==> src/rtl/core/u2u_pkg.sv <==
// shared types and constants of the utf16 to utf8 encoder
// no dependencies; used by every module of the block
package u2u_pkg;

  localparam int MAX_OUT_BYTES_DEF = 4096;

  // job queue depth, a power of two
  localparam int QUEUE_DEPTH = 4;

  localparam logic [12:0] OUT_SIZE_RESET = 13'd128;

  // register byte addresses
  localparam logic [2:0] ADDR_OUT_SIZE = 3'd0;
  localparam logic [2:0] ADDR_NEWLINE  = 3'd4;

  localparam logic [15:0] LIMIT_ONE = 16'h0080;
  localparam logic [15:0] LIMIT_TWO = 16'h0800;
  localparam logic [7:0]  LEAD_TWO   = 8'hC0;
  localparam logic [7:0]  LEAD_THREE = 8'hE0;
  localparam logic [7:0]  CONT_MARK  = 8'h80;
  localparam logic [5:0]  CONT_MASK  = 6'h3F;
  localparam logic [7:0]  CHAR_LF    = 8'h0A;
  localparam logic [7:0]  CHAR_CR    = 8'h0D;
  localparam logic [7:0]  CHAR_SPACE = 8'h20;

  typedef struct packed {
    logic [15:0] code_unit;
    logic        last_unit;
  } in_t;

  typedef struct packed {
    logic [7:0] out_byte;
    logic       is_last;
  } out_t;

  typedef struct packed {
    logic [12:0] out_size;
    logic        newline_to_space;
  } cfg_t;

  // work for the back end: up to three data bytes, then an optional nul
  typedef struct packed {
    logic [2:0][7:0] data;
    logic [1:0]      nbytes;
    logic            term;
  } job_t;

endpackage

==> src/rtl/core/u2u_queue.sv <==
// short job queue between the front and back ends
// depends on u2u_pkg
module u2u_queue (
  input  logic            clk,
  input  logic            rst,
  input  logic            wr,
  input  u2u_pkg::job_t   wr_job,
  output logic            full,
  input  logic            rd,
  output u2u_pkg::job_t   head,
  output logic            empty
);

  localparam int PW = $clog2(u2u_pkg::QUEUE_DEPTH);
  localparam int CNTW = PW + 1;

  u2u_pkg::job_t mem [u2u_pkg::QUEUE_DEPTH];
  logic [PW-1:0]   wr_ptr;
  logic [PW-1:0]   rd_ptr;
  logic [CNTW-1:0] count;
  logic            do_wr;
  logic            do_rd;

  assign full  = (count == CNTW'(u2u_pkg::QUEUE_DEPTH));
  assign empty = (count == '0);
  assign do_wr = wr && !full;
  assign do_rd = rd && !empty;
  assign head  = mem[rd_ptr];

  always_ff @(posedge clk) begin
    if (do_wr) begin
      mem[wr_ptr] <= wr_job;
    end
  end

  always_ff @(posedge clk) begin
    if (rst) begin
      wr_ptr <= '0;
      rd_ptr <= '0;
      count  <= '0;
    end else begin
      if (do_wr) begin
        wr_ptr <= (wr_ptr == PW'(u2u_pkg::QUEUE_DEPTH - 1)) ? '0 : wr_ptr + 1'b1;
      end
      if (do_rd) begin
        rd_ptr <= (rd_ptr == PW'(u2u_pkg::QUEUE_DEPTH - 1)) ? '0 : rd_ptr + 1'b1;
      end
      case ({do_wr, do_rd})
        2'b10:   count <= count + 1'b1;
        2'b01:   count <= count - 1'b1;
        default: count <= count;
      endcase
    end
  end

endmodule

==> src/rtl/core/u2u_front.sv <==
// front end: accepts code units, tracks string state, builds byte jobs
// depends on u2u_pkg
module u2u_front #(
  parameter int MAX_OUT_BYTES = u2u_pkg::MAX_OUT_BYTES_DEF
) (
  input  logic            clk,
  input  logic            rst,
  input  logic            accept,
  input  u2u_pkg::in_t    item,
  input  u2u_pkg::cfg_t   cfg,
  output logic            job_wr,
  output u2u_pkg::job_t   job
);

  localparam int BW  = $clog2(MAX_OUT_BYTES);
  localparam int CW0 = $clog2(MAX_OUT_BYTES) + 2;
  localparam int CW  = (CW0 > 14) ? CW0 : 14;

  logic [BW-1:0] bytes_written;
  logic [BW-1:0] bytes_written_next;
  logic          string_closed;
  logic          string_closed_next;

  logic [CW-1:0] size;
  logic [CW-1:0] osz;
  logic [1:0]    need;
  logic [CW-1:0] sum;
  logic          overflow;
  logic [15:0]   cu;
  logic [7:0]    low_byte;

  assign cu  = item.code_unit;
  assign osz = CW'(cfg.out_size);

  always_comb begin
    if (osz == '0) begin
      size = CW'(1);
    end else if (osz > CW'(MAX_OUT_BYTES)) begin
      size = CW'(MAX_OUT_BYTES);
    end else begin
      size = osz;
    end
    if (cu < u2u_pkg::LIMIT_ONE) begin
      need = 2'd1;
    end else if (cu < u2u_pkg::LIMIT_TWO) begin
      need = 2'd2;
    end else begin
      need = 2'd3;
    end
    sum      = CW'(bytes_written) + CW'(need);
    overflow = (cu == '0) || (sum >= size);
    low_byte = cu[7:0];
    if (cfg.newline_to_space &&
        (low_byte == u2u_pkg::CHAR_LF || low_byte == u2u_pkg::CHAR_CR)) begin
      low_byte = u2u_pkg::CHAR_SPACE;
    end
  end

  always_comb begin
    job                = '0;
    job_wr             = 1'b0;
    bytes_written_next = bytes_written;
    string_closed_next = string_closed;
    if (string_closed) begin
      if (item.last_unit) begin
        bytes_written_next = '0;
        string_closed_next = 1'b0;
      end
    end else begin
      job_wr = 1'b1;
      if (overflow) begin
        job.term = 1'b1;
        if (item.last_unit) begin
          bytes_written_next = '0;
        end else begin
          string_closed_next = 1'b1;
        end
      end else begin
        job.nbytes = need;
        job.term   = item.last_unit;
        unique case (need)
          2'd1: begin
            job.data[0] = low_byte;
          end
          2'd2: begin
            job.data[0] = u2u_pkg::LEAD_TWO | 8'(cu[10:6]);
            job.data[1] = u2u_pkg::CONT_MARK | 8'(cu[5:0] & u2u_pkg::CONT_MASK);
          end
          default: begin
            job.data[0] = u2u_pkg::LEAD_THREE | 8'(cu[15:12]);
            job.data[1] = u2u_pkg::CONT_MARK | 8'(cu[11:6] & u2u_pkg::CONT_MASK);
            job.data[2] = u2u_pkg::CONT_MARK | 8'(cu[5:0] & u2u_pkg::CONT_MASK);
          end
        endcase
        bytes_written_next = item.last_unit ? '0 : BW'(sum);
      end
    end
  end

  always_ff @(posedge clk) begin
    if (rst) begin
      bytes_written <= '0;
      string_closed <= 1'b0;
    end else if (accept) begin
      bytes_written <= bytes_written_next;
      string_closed <= string_closed_next;
    end
  end

endmodule

==> src/rtl/core/u2u_back.sv <==
// back end: walks the head job byte by byte into the output register
// depends on u2u_pkg
module u2u_back (
  input  logic            clk,
  input  logic            rst,
  input  u2u_pkg::job_t   head,
  input  logic            q_empty,
  output logic            q_rd,
  output u2u_pkg::out_t   result,
  output logic            empty,
  input  logic            pop
);

  logic [1:0]    idx;
  logic          out_valid;
  u2u_pkg::out_t out_reg;
  logic          load_ok;
  logic          emit;
  logic [2:0]    total;
  logic          job_done;
  u2u_pkg::out_t next_out;

  assign load_ok  = !out_valid || pop;
  assign emit     = !q_empty && load_ok;
  assign total    = 3'(head.nbytes) + 3'(head.term);
  assign job_done = ({1'b0, idx} == total - 3'd1);
  assign q_rd     = emit && job_done;
  assign result   = out_reg;
  assign empty    = !out_valid;

  always_comb begin
    next_out = '0;
    if (idx < head.nbytes) begin
      case (idx)
        2'd0:    next_out.out_byte = head.data[0];
        2'd1:    next_out.out_byte = head.data[1];
        default: next_out.out_byte = head.data[2];
      endcase
    end else begin
      next_out.is_last = 1'b1;
    end
  end

  always_ff @(posedge clk) begin
    if (emit) begin
      out_reg <= next_out;
    end
  end

  always_ff @(posedge clk) begin
    if (rst) begin
      idx       <= '0;
      out_valid <= 1'b0;
    end else begin
      if (emit) begin
        idx <= job_done ? 2'd0 : idx + 2'd1;
      end
      if (load_ok) begin
        out_valid <= emit;
      end
    end
  end

endmodule

==> src/rtl/core/utf16_bmp_to_utf8_encoder.sv <==
// top level of the utf16 (bmp) to utf8 encoder with its apb register port
// depends on u2u_pkg, u2u_front, u2u_queue and u2u_back
//
// usage:
//   input channel: one utf16 code unit per transaction (push/full). a unit
//   flagged last_unit closes the string with a nul marked is_last.
//   result channel: one utf8 byte per transaction (empty/pop); the string
//   ends with a nul byte carrying is_last, also on early close by a zero
//   unit or by a character that no longer fits in out_size bytes.
//   registers: out_size at byte address 0, newline_to_space at address 4;
//   the user must write them only while the block is idle (not enforced).
// path: a unit's job goes through the job queue into the result register.
// throughput: while pop is high the result register moves one byte per cycle;
//   a unit of an open string yields one to four bytes (its byte count plus a
//   possible nul); the input side takes a unit every cycle while the
//   four-entry job queue has room.
// reset: string state, queue and result register clear, registers return
//   to out_size 128 and newline_to_space 0.
// stall: when pop stays low the result holds, the queue fills and full
//   rises; no transaction is lost.
module utf16_bmp_to_utf8_encoder #(
  parameter int MAX_OUT_BYTES = u2u_pkg::MAX_OUT_BYTES_DEF
) (
  input  logic          clk,
  input  logic          rst,
  // input channel
  input  logic          push,
  output logic          full,
  input  u2u_pkg::in_t  item,
  // result channel
  output logic          empty,
  input  logic          pop,
  output u2u_pkg::out_t result,
  // register port
  input  logic          psel,
  input  logic          penable,
  input  logic          pwrite,
  input  logic [2:0]    paddr,
  input  logic [31:0]   pwdata,
  output logic [31:0]   prdata,
  output logic          pready
);

  u2u_pkg::cfg_t cfg;
  u2u_pkg::job_t job;
  u2u_pkg::job_t head;
  logic          accept;
  logic          job_wr;
  logic          q_full;
  logic          q_empty;
  logic          q_rd;
  logic          reg_wr;

  // register port: always ready, word-aligned decode on paddr bit 2
  assign pready = 1'b1;
  assign reg_wr = psel && penable && pwrite;

  always_ff @(posedge clk) begin
    if (rst) begin
      cfg.out_size         <= u2u_pkg::OUT_SIZE_RESET;
      cfg.newline_to_space <= 1'b0;
    end else if (reg_wr) begin
      if (paddr[2] == u2u_pkg::ADDR_NEWLINE[2]) begin
        cfg.newline_to_space <= pwdata[0];
      end else begin
        cfg.out_size <= pwdata[12:0];
      end
    end
  end

  always_comb begin
    if (paddr[2] == u2u_pkg::ADDR_OUT_SIZE[2]) begin
      prdata = 32'(cfg.out_size);
    end else begin
      prdata = 32'(cfg.newline_to_space);
    end
  end

  // every accepted unit updates the string state; only units of an open
  // string push a job
  assign full   = q_full;
  assign accept = push && !q_full;

  u2u_front #(
    .MAX_OUT_BYTES(MAX_OUT_BYTES)
  ) u_front (
    .clk    (clk),
    .rst    (rst),
    .accept (accept),
    .item   (item),
    .cfg    (cfg),
    .job_wr (job_wr),
    .job    (job)
  );

  // decouples unit intake from byte output
  u2u_queue u_queue (
    .clk    (clk),
    .rst    (rst),
    .wr     (accept && job_wr),
    .wr_job (job),
    .full   (q_full),
    .rd     (q_rd),
    .head   (head),
    .empty  (q_empty)
  );

  // byte sequencer and result register
  u2u_back u_back (
    .clk     (clk),
    .rst     (rst),
    .head    (head),
    .q_empty (q_empty),
    .q_rd    (q_rd),
    .result  (result),
    .empty   (empty),
    .pop     (pop)
  );

endmodule

==> config.mk <==
export PLATFORM = sky130hd
export DESIGN_NAME = utf16_bmp_to_utf8_encoder
export DESIGN_NICKNAME = d
export VERILOG_FILES = /design/src/rtl/core/u2u_pkg.sv /design/src/rtl/core/u2u_queue.sv /design/src/rtl/core/u2u_front.sv /design/src/rtl/core/u2u_back.sv /design/src/rtl/core/utf16_bmp_to_utf8_encoder.sv
export SDC_FILE = /design/constraint.sdc
export NUM_CORES = 1
export LEC_CHECK = 0
export ABC_AREA = 1
export BUFFER_PORTS_ARGS = -buffer_cell sky130_fd_sc_hd__buf_2
export CAP_MARGIN = 20
export CELL_PAD_IN_SITES_DETAIL_PLACEMENT = 1
export CELL_PAD_IN_SITES_GLOBAL_PLACEMENT = 1
export CORE_ASPECT_RATIO = 1.25
export CORE_MARGIN = 5
export CORE_UTILIZATION = 40
export CTS_CLUSTER_DIAMETER = 200
export CTS_CLUSTER_SIZE = 30
export DETAILED_ROUTE_END_ITERATION = 8
export PLACE_DENSITY = 0.72
export SKIP_CTS_REPAIR_TIMING = 1
export SLEW_MARGIN = 20
export SYNTH_ARGS = -nofsm -noshare
export SYNTH_HDL_FRONTEND = slang
export SYNTH_HIERARCHICAL = 1
export SYNTH_SLANG_ARGS = --single-unit
export TNS_END_PERCENT = 1
==> constraint.sdc <==
create_clock -name clk -period 11.29 [get_ports clk]
set_input_delay 2.258 -clock clk [delete_from_list [all_inputs] [get_ports clk]]
set_output_delay 2.258 -clock clk [all_outputs]
set_load 0.03 [all_outputs]
[Word level (Yosys, flattened, before mapping)]
Memory sizes are Yosys's and may differ from the RTL's. A register that Yosys moved wholly into a read port is not among the register bits.
Index checks and enable logic that the tools add are counted.
Word-level totals
  bits in registers: 46
  bits in writable memories: 108
  input port bits: 59
  memories kept: 1
Cells by class
  $add $sub $neg: 8
  order comparisons: 5
  equal/unequal tests: 11
  mux-type cells: 30
  bitwise operators: 1
  reductions and logical operators: 23
Memories
  u_queue.mem: words 4, width 27, rd ports 1, clocked after Yosys merged registers in 1, write ports 1, RTL line u2u_queue.sv:17  | u2u_pkg::job_t mem [u2u_pkg::QUEUE_DEPTH];
Operators with widths (count)
  $mux W12: 4
  $pmux W8 S2: 3
  $mux W13: 3
  $mux W27: 1
  $mux W26: 1
  $eq A8 B4 Y1 const B: 2
  $logic_not A16 Y1: 1
  $lt A16 B12 Y1 const B: 1
  $lt A16 B8 Y1 const B: 1
  $mux W8: 2
  $ge A14 B13 Y1: 1
  $logic_not A14 Y1: 1
  $add A12 B2 Y13: 1
  $gt A13 B13 Y1 const B: 1
  $mux W2: 6
  $logic_and A1 B1 Y1: 9
  $mux W1: 9
  $eq A2 B2 Y1 const B: 4
  $add A2 B1 Y2 const B: 3
  $eq A2 B1 Y1 const B: 3
  $pmux W3 S2: 1
  $sub A3 B1 Y3 const B: 2
  $reduce_and A2 Y1: 2
  $add A2 B1 Y3: 1
  11 further kinds: 15

[Longest topological paths before layout]
Gate-level depths: netlist (run 1).
  depth after elaboration: 8
  gate-level depth with buffers: 28
  depth with buffers taken out: 28

[Hierarchy]
The synthesis (run 1) kept the hierarchy.
By module, submodules not included
  u2u_queue: times used 1, cells each 333, area each 4564.4 µm², seq. area each 3423.3 µm²
  u2u_front: times used 1, cells each 380, area each 2208.4 µm², seq. area each 260.2 µm²
  utf16_bmp_to_utf8_encoder: times used 1, cells each 146, area each 934.6 µm², seq. area each 280.3 µm²
  u2u_back: times used 1, cells each 85, area each 711.9 µm², seq. area each 330.3 µm²

[Worst setup path after synthesis (run 1)]
Ideal clock, no wire load.
  path kind: input to register
  start point: input item[14] (netlist name)
  end point: memory u_queue/mem[0][15] (netlist name) (data pin)
  library setup time: 0.175 ns
  arrival time: 5.219 ns
  data required time: 11.115 ns
  setup slack: 5.896 ns
  cell stages on the path: 22
  cell sequence: nor2_1 > nand2_1 > nor2_1 > nand2_2 > ha_1 > fa_1 > nand2_1 > nor2_4 > xor2_1 > inv_1 > ha_1 > nand2_1 > nor2_1 > nand2_1 > nand3_2 > nand2_4 > inv_2 > nor2_4 > nand2_4 > nor2_4 > nand2_4 > o21ai_1
RTL lines
  start: declaration: RTL line utf16_bmp_to_utf8_encoder.sv:29  | input u2u_pkg::in_t item,
  end: declaration: RTL line u2u_queue.sv:17

==> metrics.log, run 1 <==
INFO  metric post_synth_xor_area_fraction = less than 1%
INFO  metric clk_pin_slew = roughly 70 ps
INFO  metric achievable-frequency = 165 MHz
INFO  metric grt.met2_usage = 34.7%
INFO  metric die-height = ~170 µm
INFO  metric fin_worst_skew = 13.0 ps
INFO  metric gr-max-usage-layer = met2
INFO  metric yosys_register_bits = 156
INFO  metric critPathMaxStageDelay = about 500 ps
INFO  metric totalPowerFinal = 1.97 mW
INFO  metric max_cap_violations = 0
INFO  metric timing.critical_path.cells = buf_2 > nor2_1 > nand2_1 > nor2_1 > nand2_2 > ha_1 > fa_1 > nand2_1 > nor2_4 > xor2_1 > inv_1 > ha_1 > nand2_1 > nor2_1 > nand2_1 > nand3_2 > nand2_4 > inv_2 > nor2_4 > nand2_4 > nor2_4 > nand2_4 > o21ai_1
INFO  metric power.leakage = 3.95 nW
INFO  metric syn-instance-count = 944
INFO  metric coreArea = 20,700 µm²
INFO  metric hold-worst-slack = 496 ps
INFO  metric synth_largest_area_cell = edfxtp_1
INFO  metric io_buffers = 61
INFO  metric route.detailed.vias_per_inst = 5.01
INFO  metric grt_first_pass_wirelength = 34,600 µm
INFO  metric syn-mean-instance-area = 8.92 µm²
INFO  metric critical_path_class = input port to register
INFO  metric largest_net_degree_at_the_start_of_global_routing = 56
INFO  metric hpwl_reported_at_the_end_of_detailed_placement = 14,700 µm
INFO  metric cts_num_sinks = 156
INFO  metric yosys_most_used_dff = edfxtp_1
INFO  metric grt_setup_unrepaired = no
INFO  metric worstPathArrival = 6280 ps
INFO  metric run_status = finished, final reports clean
INFO  metric placementRows = 59
INFO  metric wl_per_cell = roughly 17 µm
INFO  metric min_period = ~6000 ps
INFO  metric first_global_vias = 6,692
INFO  metric initial_core_util = about two fifths
INFO  metric chip_width = 140 µm
INFO  metric final_period_util = 53.5%
INFO  metric timing.critical_path.max_delay_family = simple AND/OR/NAND/NOR gates
INFO  metric ff2ff_setup_slack = 7700 ps
INFO  metric power-per-cell-area = 211 nW/µm²
INFO  metric ys_async_sr_fraction = 0%
INFO  metric gr-usage-all-layers = 18.4%
INFO  metric globalplace.congestion = 0.792
INFO  metric routed_wl = 21,800 µm
INFO  metric cts.root.buffer_cell = clkbuf_16
INFO  metric dr_vias = 6,408
INFO  metric max-clock-path-buffers = 2
INFO  metric clock_tree_from_tritoncts = done
INFO  metric yosysWarningCount = 6
INFO  metric boundaryPins = 103
INFO  metric n_antenna_cell = 0
INFO  metric initialDrtViolationCount = 318
INFO  metric worst_hold_path_type = register to register
INFO  metric synth-edff-count = 117
INFO  metric synth_adder_area_share = 4.34%
INFO  metric setup_violations = 0
INFO  metric netlist_top_cells_area = edfxtp_1, dfxtp_1, nor2_1
INFO  metric global_route.usage.met3 = 3.82%
INFO  metric synth_area = 8420 µm²
INFO  metric final_layout_size_suffix_gt1_share = 17.8%
INFO  metric crit_slowest_cell = nor2_1
INFO  metric post-route-drc-count = 0
INFO  metric worst_slew_margin_rel = 46.0%
INFO  metric max-vdd-ir-drop = between 0.00009 and 0.0001 V
INFO  metric fill_count = around 2,500
INFO  metric synth_largest_type_area_fraction = between 40% and 50%
INFO  metric yosys.area_share.simple = between 20% and 30%
INFO  metric multiplexer_share_of_the_synthesized_area = 0%
INFO  metric layout_common_cells = nor2_1, nand2_1, edfxtp_1, inv_1, buf_2
INFO  metric timing.setup.tns = 0 ps
INFO  metric postRouteAntennaNets = 0
INFO  metric ys_types = 45
INFO  metric cp-end-kind = register
INFO  metric globalRouteOverflowTotal = 0
INFO  metric synth_compound_gate_area_share = roughly a tenth
INFO  metric critical_path_buf_inv_count = 3
INFO  metric grt_use_met1 = 20.7%
INFO  metric layout.nets = about 1,100
INFO  metric timing.final.max_slew_violations = 0
INFO  metric skew_pair_late_insertion_delay = roughly 430 ps
INFO  metric critical_path.startpoint_type = input port
INFO  metric required_time_of_the_worst_setup_path = approximately 12,000 ps
INFO  metric final_common_cell = nor2_1
INFO  metric final_hold_vio_count = 0
INFO  metric layout-area-overhead-vs-synth = 10.9%
INFO  metric tightest_pin_transition = 809 ps
INFO  metric number_of_antenna_violations_at_the_first_check_in_global_routing = 2
INFO  metric htree_levels = 4
INFO  metric synth_seq_area_share = roughly 50%
INFO  metric tritoncts.num_buffers = 17
INFO  metric critPathMaxFanout = 13
INFO  metric cpMostUsedCell = nand2_1
INFO  metric synth_top_family_by_area = simple AND/OR/NAND/NOR gates
INFO  metric dieArea = 24,100 µm²
INFO  metric detailed_routing_iteration_count_for_the_pre_antenna_repair_pass = 4
layer usage:
layer / up-vias / wire [µm]
met5: - / 27
met4: 4 / 338
met3: 25 / 718
met2: 112 / 11700
met1: 3102 / 9090
li1: 3165 / -
tightest hold or removal path: stages, from the launching register on:
cell and delay, ps:
dfxtp_1 320, nand2_1 80, a21oi_2 50
sequential cells by signal, indices dropped and copies added, names as in the netlist, named ones only:
signal / cells
u_queue/mem: 108
cfg: 14
u_front/bytes_written: 12
u_back/result: 9
u_queue/count: 3
u_back/idx: 2
u_queue/rd_ptr: 2
u_queue/wr_ptr: 2
u_back/out_valid: 1
u_front/string_closed: 1
synth_stat cells (2+ instances only):
master,instances
nor2_1,171
nand2_1,159
edfxtp_1,117
inv_1,107
nand3_1,49
dfxtp_1,39
o21ai_0,37
o22ai_1,27
buf_4,26
ha_1,26
o21ai_1,24
a21oi_1,22
nand2_2,17
buf_6,16
a21oi_2,11
nor2_4,9
a31oi_1,8
buf_2,8
inv_2,8
nor2_2,7
nand3_2,6
nand4_1,6
clkbuf_1,5
nand2_4,5
conb_1,3
nand3b_1,3
nor4_1,3
o21ai_2,3
xor2_1,3
fa_1,2
o22ai_2,2
or2_2,2
final cells by class:
| cell class | count | area [µm²] | share of cell area, % |
|---|---|---|---|
| Sequential cell | 156 | 4300 | 46.0 |
| Multi-Input combinational cell | 632 | 3290 | 35.2 |
| Inverter | 117 | 452 | 4.84 |
| Clock buffer | 17 | 425 | 4.56 |
| Timing Repair Buffer | 68 | 358 | 3.83 |
| Tap cell | 274 | 343 | 3.67 |
| Clock inverter | 15 | 176 | 1.89 |
power breakdown:
group	leakage (nW)	switching, mW	total [mW]	internal [mW]
Combinational	2.28	0.435	0.609	0.174
Sequential	1.37	0.0320	0.773	0.741
Clock	0.301	0.255	0.590	0.335
per-stage QoR:
step	util, %	setup WS, ps	std cells	instance area, µm²
finish	45.0	5250	1279	9340
global route	45.0	4890	1279	9340
CTS	45.0	5270	1279	9340
detailed placement	42.1	4860	1247	8740
global placement	42.1	4970	1247	8740
floorplan	-	5900	963	8490
cell families (layout without fill, tap and decap cells):
group | count (synthesis) | in the layout
flip-flops | 156 | 156
AND/OR/NAND/NOR | 441 | 441
XOR/XNOR | 3 | 3
adder cells (fa/ha/maj) | 28 | 28
AO/OA/AOI/OAI | 138 | 138
other | 3 | 22
buffers and inverters | 175 | 217
final timing paths:
path / end / startpoint / cells past startpoint
setup / recovery: u_queue/mem[1][15] / item[15] / 23
setup reg to reg: u_queue/count[2] / register / 23
hold reg to reg: u_front/bytes_written[10] / u_front/bytes_written[10] / 2
hold / removal: u_front/bytes_written[10] / u_front/bytes_written[10] / 2
Power figures use the tool's default switching activity.
==> run 2, diff against run 1 <==
Settings changed: PLACE_DENSITY 0.72 to 0.75.
Clock period 11.29 ns to 4.8 ns, I/O delays scaled along.
==> run 2 against run 1 <==
Against the previous run:
- via count increased by 0.36%
- sequential power up 140%
- critical path type unchanged
- critical path depth up 3
- global-route usage down 0.68 points
- count of clock-buffer cells in the layout stayed put
- worst setup slack got worse by 4600 ps
- first-iteration DRC count is 1.6% higher
- die area stayed put
- combinational power grew 130%
- critical endpoint is now u_queue/mem[3][15]
- cell area grew 0.31%
==> metrics.log, run 2 (synthesis results as in run 1) <==
INFO  metric run_status = finished, final reports clean (unchanged)
INFO  metric htree_levels = 4 (unchanged)
INFO  metric max-clock-path-buffers = 2 (unchanged)
INFO  metric dpl.cell_count = 1,254 (was 1,247)
INFO  metric postRouteAntennaNets = 0 (unchanged)
INFO  metric critical_path_class = input port to register (unchanged)
INFO  metric grt.met2_usage = 33.8% (was 34.7%)
INFO  metric min_period = roughly 4200 ps
INFO  metric p_sw_share = 37.4% (was 36.6%)
INFO  metric fin_util = 45.2% (was 45.0%)
INFO  metric grt_first_pass_wirelength = 33,600 µm (was 34,600 µm)
INFO  metric clk_pin_slew = 70 ps (about the same)
INFO  metric skew_pair_late_insertion_delay = 430 ps (about the same)
INFO  metric worstPathArrival = 4420 ps (was 6280 ps)
INFO  metric first_global_vias = 6,538 (was 6,692)
INFO  metric largest-register = u_queue/mem (unchanged)
INFO  metric switching_power = 1.71 mW (was 0.722 mW)
INFO  metric holdPathStages = 2 (unchanged)
INFO  metric power-per-cell-area = 487 nW/µm² (was 211 nW/µm²)
INFO  metric hpwl_reported_at_the_end_of_detailed_placement = 14,800 µm (was 14,700 µm)
INFO  metric worst-r2r-cell-count = 22 (was 23)
INFO  metric largest_net_degree_at_the_start_of_global_routing = 55 (was 56)
INFO  metric critical_path.startpoint_type = input port (unchanged)
INFO  metric detailed_routing_iteration_count_for_the_pre_antenna_repair_pass = 5 (was 4)
INFO  metric tritoncts.num_buffers = 17 (unchanged)
INFO  metric layout-area-overhead-vs-synth = 11.3% (was 10.9%)
INFO  metric dr_vias = 6,431 (was 6,408)
INFO  metric globalRouteOverflowTotal = 0 (unchanged)
INFO  metric crit_slowest_cell = ha_1 (was nor2_1)
INFO  metric layout_common_cells = nor2_1, nand2_1, edfxtp_1, inv_1, buf_2 (unchanged)
INFO  metric final_common_cell = nor2_1 (unchanged)
INFO  metric number_of_antenna_violations_at_the_first_check_in_global_routing = 2 (unchanged)
INFO  metric worst_hold_path_type = register to register (unchanged)
INFO  metric coreArea = 20,700 µm² (unchanged)
INFO  metric totalPowerFinal = 4.56 mW (was 1.97 mW)
INFO  metric io_buffers = 61 (unchanged)
INFO  metric final_layout_size_suffix_gt1_share = 18.4% (was 17.8%)
INFO  metric post-route-drc-count = 0 (unchanged)
INFO  metric timing.final.max_slew_violations = 0 (unchanged)
INFO  metric critPathMaxFanout = 8 (was 13)
INFO  metric routed_wl = 21,200 µm (was 21,800 µm)
INFO  metric initial_core_util = 40.6% (unchanged)
INFO  metric wl_per_cell = 16.5 µm (was 17.1 µm)
INFO  metric chip_width = 140 µm (unchanged)
INFO  metric cpMostUsedCell = nand2_1 (unchanged)
INFO  metric largest_reg_flops = 108 (unchanged)
INFO  metric dieArea = 24,100 µm² (unchanged)
INFO  metric critPathMaxStageDelay = 300 ps (was 500 ps)
INFO  metric comb_power_share = 30.8% (was 30.9%)
INFO  metric critical_path_buf_inv_count = 4 (was 3)
INFO  metric post_layout_nonfiller_instances = 1,287 (was 1,279)
INFO  metric cts_num_sinks = 156 (unchanged)
INFO  metric grt_use_met1 = 20.0% (was 20.7%)
INFO  metric power.leakage = 3.97 nW (was 3.95 nW)
INFO  metric setup_violations = 0 (unchanged)
INFO  metric achievable-frequency = 239 MHz
INFO  metric required_time_of_the_worst_setup_path = 5030 ps (was 11,520 ps)
INFO  metric final_hold_vio_count = 0 (unchanged)
INFO  metric final_period_util = 87.2%
INFO  metric tightest_pin_transition = 823 ps (was 809 ps)
INFO  metric crit_cells = 26 (was 23)
INFO  metric worst_slew_margin_rel = 45.1% (was 46.0%)
INFO  metric timing.critical_path.max_delay_family = simple AND/OR/NAND/NOR gates (unchanged)
INFO  metric route.detailed.vias_per_inst = 5.00 (was 5.01)
INFO  metric critical_path.startpoint = item[9] (was item[15])
INFO  metric power.internal = 2.85 mW (was 1.25 mW)
INFO  metric global_route.usage.met3 = 2.79% (was 3.82%)
INFO  metric max_cap_violations = 0 (unchanged)
INFO  metric max-vdd-ir-drop = 0.000245 V (was 0.0000983 V)
INFO  metric layout_top_registers = u_queue/mem (108), cfg (14), u_front/bytes_written (12) (unchanged)
INFO  metric gr-max-usage-layer = met2 (unchanged)
INFO  metric layout.cell_area.non_filler = 9370 µm² (was 9340 µm²)
INFO  metric fin_worst_skew = 13.8 ps (was 13.0 ps)
INFO  metric cp-end-kind = register (unchanged)
INFO  metric timing.setup.tns = 0 ps (unchanged)
INFO  metric worstHoldStart = u_front/bytes_written[11] (was u_front/bytes_written[10])
INFO  metric die-height = 172 µm (unchanged)
INFO  metric power_frac_seq = 40.7% (was 39.2%)
INFO  metric layout.nets = 1,086 (was 1,079)
INFO  metric grt_setup_unrepaired = no (unchanged)
INFO  metric boundaryPins = 103 (unchanged)
INFO  metric gr-usage-all-layers = 17.7% (was 18.4%)
INFO  metric power_frac_clock = 28.5% (was 29.9%)
INFO  metric cts.root.buffer_cell = clkbuf_16 (unchanged)
INFO  metric placementRows = 59 (unchanged)
INFO  metric placedInstanceArea = 8790 µm² (was 8740 µm²)
INFO  metric clock_tree_from_tritoncts = done (unchanged)
INFO  metric initialDrtViolationCount = 323 (was 318)
INFO  metric globalplace.congestion = 0.787 (was 0.792)
[run 2: cell types whose count changed in the layout (fill, tap and decap cells not counted)]
cell,previous run,this run
buf_4,7,14
bufinv_16,2,0
clkinv_8,0,2
clkinvlp_4,0,2
clkinv_2,2,1
clkinv_4,3,2
diode_2,0,1
[run 2: layer usage]
| layer | routed length (µm) | share of wire [%] |
|---|---|---|
| met1 | 8620 | 41 |
| met2 | 11500 | 54 |
| met3 | 704 | 3.3 |
| met4 | 308 | 1.5 |
| met5 | 13 | 0.061 |
[run 2: worst reg2reg max path, cell delays in order, from the launching register on]
cell and delay (ps):
dfxtp_2 840, inv_8 290, o21ai_1 230, o22ai_1 90
inv_1 90, ha_1 160, ha_1 240, nand2_1 70
inv_1 30, nor2_1 100, nand3_2 100, inv_1 100
nand2_1 100, inv_1 70, ha_1 160, inv_1 70
fa_1 400, inv_1 80, nand2_1 70, nand3_1 70
nand2_1 50, inv_1 40, nor2_1 40
[run 2: power groups by stage]
stage	Clock (mW)	Combinational [mW]	Sequential (mW)
after detailed placement	0	1.42	1.89
after CTS	1.33	1.43	1.86
after global placement	0	1.37	1.88
after global routing	1.39	1.56	1.88
after floorplan	0	1.01	1.92
final	1.30	1.40	1.86
[run 2: through the flow]
step | setup WS (ps) | hold slack [ps]
finish | 614 | 493
global route | 337 | 521
CTS | 599 | 496
detailed placement | 175 | 483
global placement | 304 | 485
floorplan | 704 | 468
[run 2: final cells by class]
type	instances	area, µm²
fill	2425	11400
sequential	156	4300
multi-input combinational	632	3290
inverter	117	452
clock buffer	17	425
timing repair buffer	75	410
tap	274	343
clock inverter	15	150
antenna	1	2.50
[run 2: worst paths after layout]
kind	to	slack (ps)
worst max register to register	u_queue/count[2]	1220
worst min register to register	u_front/bytes_written[11]	490
worst min-delay path	u_front/bytes_written[11]	490
worst max-delay path	u_queue/mem[3][15]	610
==> run 3, diff against run 2 <==
Settings changed: PLACE_DENSITY 0.75 to 0.72.
Clock period 4.8 ns to 5.4 ns, I/O delays scaled along.
==> run 3 against run 2 <==
Against the previous run:
- first-iteration DRC count decreased by 2.5%
- sequential share of layout area decreased by 0.16 points
- critical endpoint is now u_queue/mem[0][15]
- critical path type unchanged
- clock skew decreased by 5.5 ps
==> metrics.log, run 3 (synthesis results as in run 1) <==
INFO  metric grt_first_pass_wirelength = 34,600 µm (was 33,600 µm)
INFO  metric power_frac_seq = 39.7% (was 40.7%)
INFO  metric r2r_end = u_queue/count[2] (unchanged)
INFO  metric fin_worst_skew = 8.26 ps (was 13.8 ps)
INFO  metric io_buffers = 61 (unchanged)
INFO  metric p_sw_share = 35.3% (was 37.4%)
INFO  metric run_status = finished, final reports clean (unchanged)
INFO  metric wl_met3 = 737 µm (was 704 µm)
INFO  metric timing.setup.tns = 0 ps (unchanged)
INFO  metric critical_path_class = input port to register (unchanged)
INFO  metric largest_reg_flops = 108 (unchanged)
INFO  metric comb_power_share = 29.6% (was 30.8%)
INFO  metric tritoncts.num_buffers = 17 (unchanged)
INFO  metric gr-usage-all-layers = 18.3% (was 17.7%)
INFO  metric ff2ff_setup_slack = 1770 ps (was 1220 ps)
INFO  metric switching_power = 1.48 mW (was 1.71 mW)
INFO  metric timing.final.max_slew_violations = 0 (unchanged)
INFO  metric critPathMaxFanout = 13 (was 8)
INFO  metric topRoutingLayerUsed = met5 (unchanged)
INFO  metric dr_vias = 6,448 (was 6,431)
INFO  metric largest-register = u_queue/mem (unchanged)
INFO  metric critPathMaxStageDelay = 290 ps (was 300 ps)
INFO  metric layout_common_cells = nor2_1, nand2_1, edfxtp_1, inv_1, buf_2 (unchanged)
INFO  metric layout-area-overhead-vs-synth = 11.7% (was 11.3%)
INFO  metric grt_setup_unrepaired = no (unchanged)
INFO  metric chip_width = 140 µm (unchanged)
INFO  metric critical_path.startpoint_type = input port (unchanged)
INFO  metric worstPathArrival = 4790 ps (was 4420 ps)
INFO  metric route.detailed.vias_per_inst = 5.03 (was 5.00)
INFO  metric skew_pair_late_insertion_delay = 430 ps (about the same)
INFO  metric cts.root.buffer_cell = clkbuf_16 (unchanged)
INFO  metric wl_met1 = 8600 µm (was 8620 µm)
INFO  metric final_common_cell = nor2_1 (unchanged)
INFO  metric cp-end-kind = register (unchanged)
INFO  metric routed-wl-met2 = 11,600 µm (was 11,500 µm)
INFO  metric globalplace.congestion = 0.814 (was 0.787)
INFO  metric power.leakage = 3.98 nW (was 3.97 nW)
INFO  metric achievable-frequency = 220 MHz
INFO  metric critical_path.startpoint = item[9] (unchanged)
INFO  metric power-per-cell-area = 444 nW/µm² (was 487 nW/µm²)
INFO  metric initialDrtViolationCount = 315 (was 323)
INFO  metric die-height = 172 µm (unchanged)
INFO  metric fin_util = 45.3% (was 45.2%)
INFO  metric dieArea = 24,100 µm² (unchanged)
INFO  metric postRouteAntennaNets = 0 (unchanged)
INFO  metric fill_count = 2,465 (was 2,425)
INFO  metric placementRows = 59 (unchanged)
INFO  metric setup_violations = 0 (unchanged)
INFO  metric totalPowerFinal = 4.18 mW (was 4.56 mW)
INFO  metric power_frac_clock = 30.8% (was 28.5%)
INFO  metric initial_core_util = 40.6% (unchanged)
INFO  metric final_hold_vio_count = 0 (unchanged)
INFO  metric hpwl_reported_at_the_end_of_detailed_placement = 14,900 µm (was 14,800 µm)
INFO  metric final_period_util = between 80% and 90%
INFO  metric worst_hold_path_type = register to register (unchanged)
INFO  metric max-clock-path-buffers = 2 (unchanged)
INFO  metric wl_per_cell = 16.7 µm (was 16.5 µm)
INFO  metric post-route-drc-count = 0 (unchanged)
INFO  metric boundaryPins = 103 (unchanged)
INFO  metric min_period = 4550 ps
INFO  metric cts_num_sinks = 156 (unchanged)
INFO  metric first_global_vias = 6,892 (was 6,538)
INFO  metric clock_tree_from_tritoncts = done (unchanged)
INFO  metric coreArea = 20,700 µm² (unchanged)
INFO  metric routed_wl = 21,400 µm (was 21,200 µm)
INFO  metric worst_slew_margin_rel = 44.3% (was 45.1%)
INFO  metric timing.critical_path.to = u_queue/mem[0][15] (was u_queue/mem[3][15])
INFO  metric layout_top_registers = u_queue/mem (108), cfg (14), u_front/bytes_written (12) (unchanged)
INFO  metric detailed_routing_iteration_count_for_the_pre_antenna_repair_pass = 4 (was 5)
INFO  metric clk_pin_slew = 60 ps (was 70 ps)
INFO  metric globalRouteOverflowTotal = 0 (unchanged)
INFO  metric number_of_antenna_violations_at_the_first_check_in_global_routing = 2 (unchanged)
INFO  metric required_time_of_the_worst_setup_path = 5630 ps (was 5030 ps)
INFO  metric n_antenna_cell = 0 (was 1)
INFO  metric worst-r2r-cell-count = 21 (was 22)
INFO  metric largest_net_degree_at_the_start_of_global_routing = 55 (unchanged)
INFO  metric final_layout_size_suffix_gt1_share = 17.9% (was 18.4%)
INFO  metric crit_slowest_cell = ha_1 (unchanged)
INFO  metric max-vdd-ir-drop = 0.000224 V (was 0.000245 V)
INFO  metric htree_levels = 4 (unchanged)
INFO  metric tightest_pin_transition = 835 ps (was 823 ps)
INFO  metric power.internal = 2.70 mW (was 2.85 mW)
INFO  metric layout.nets = 1,083 (was 1,086)
INFO  metric max_cap_violations = 0 (unchanged)
run 3: how the worst min path moves through the flow:
| stage | startpoint | end | slack, ps | cells after the start |
|---|---|---|---|---|
| 3_3_place_gp | u_front/bytes_written[10] | u_front/bytes_written[10] | 490 | 2 |
| 2_1_floorplan | u_back/out_valid | u_back/out_valid | 470 | 2 |
| 6_report | u_front/bytes_written[10] | u_front/bytes_written[10] | 500 | 2 |
| 4_1_cts | u_front/bytes_written[10] | u_front/bytes_written[10] | 510 | 2 |
| 3_5_place_dp | u_front/bytes_written[10] | u_front/bytes_written[10] | 490 | 2 |
| 5_1_grt | u_front/bytes_written[11] | u_front/bytes_written[11] | 550 | 2 |
run 3: worst max-delay path: cells and delay by family:
kind / cells / cell delay, ps
compound gates: 1 / 260
fa+ha+maj: 3 / 750
buf+inv: 5 / 400
xor+xnor: 1 / 230
simple gates: 16 / 2050
run 3: power by group through the flow:
stage | Sequential (mW) | Combinational [mW] | Clock [mW]
floorplan | 1.70 | 0.898 | 0
global placement | 1.68 | 1.21 | 0
detailed placement | 1.69 | 1.24 | 0
CTS | 1.66 | 1.26 | 1.32
global route | 1.68 | 1.38 | 1.37
finish | 1.66 | 1.24 | 1.29
run 3: routing by layer:
metal  up-vias  global-route usage, %
met1      3144                   20.1
met5         -                      0
met4         4                   6.45
met3        30                   3.65
met2       101                   35.1
li1       3169                      -
run 3: cell type report:
| class | count | area [µm²] | share of cell area [%] |
|---|---|---|---|
| Tap cell | 274 | 343 | 3.65 |
| Sequential cell | 156 | 4300 | 45.7 |
| Timing Repair Buffer | 72 | 388 | 4.13 |
| Inverter | 117 | 452 | 4.81 |
| Multi-Input combinational cell | 632 | 3290 | 35.0 |
| Clock inverter | 15 | 208 | 2.21 |
| Clock buffer | 17 | 425 | 4.53 |
run 3: metrics by stage:
step                cells  setup WS (ps)  area, µm²  hold WS, ps
detailed placement   1251            408       8770          494
global placement     1251            497       8770          487
finish               1283            847       9400          503
floorplan             963           1180       8490          468
global route         1283            489       9400          547
CTS                  1283            836       9400          506
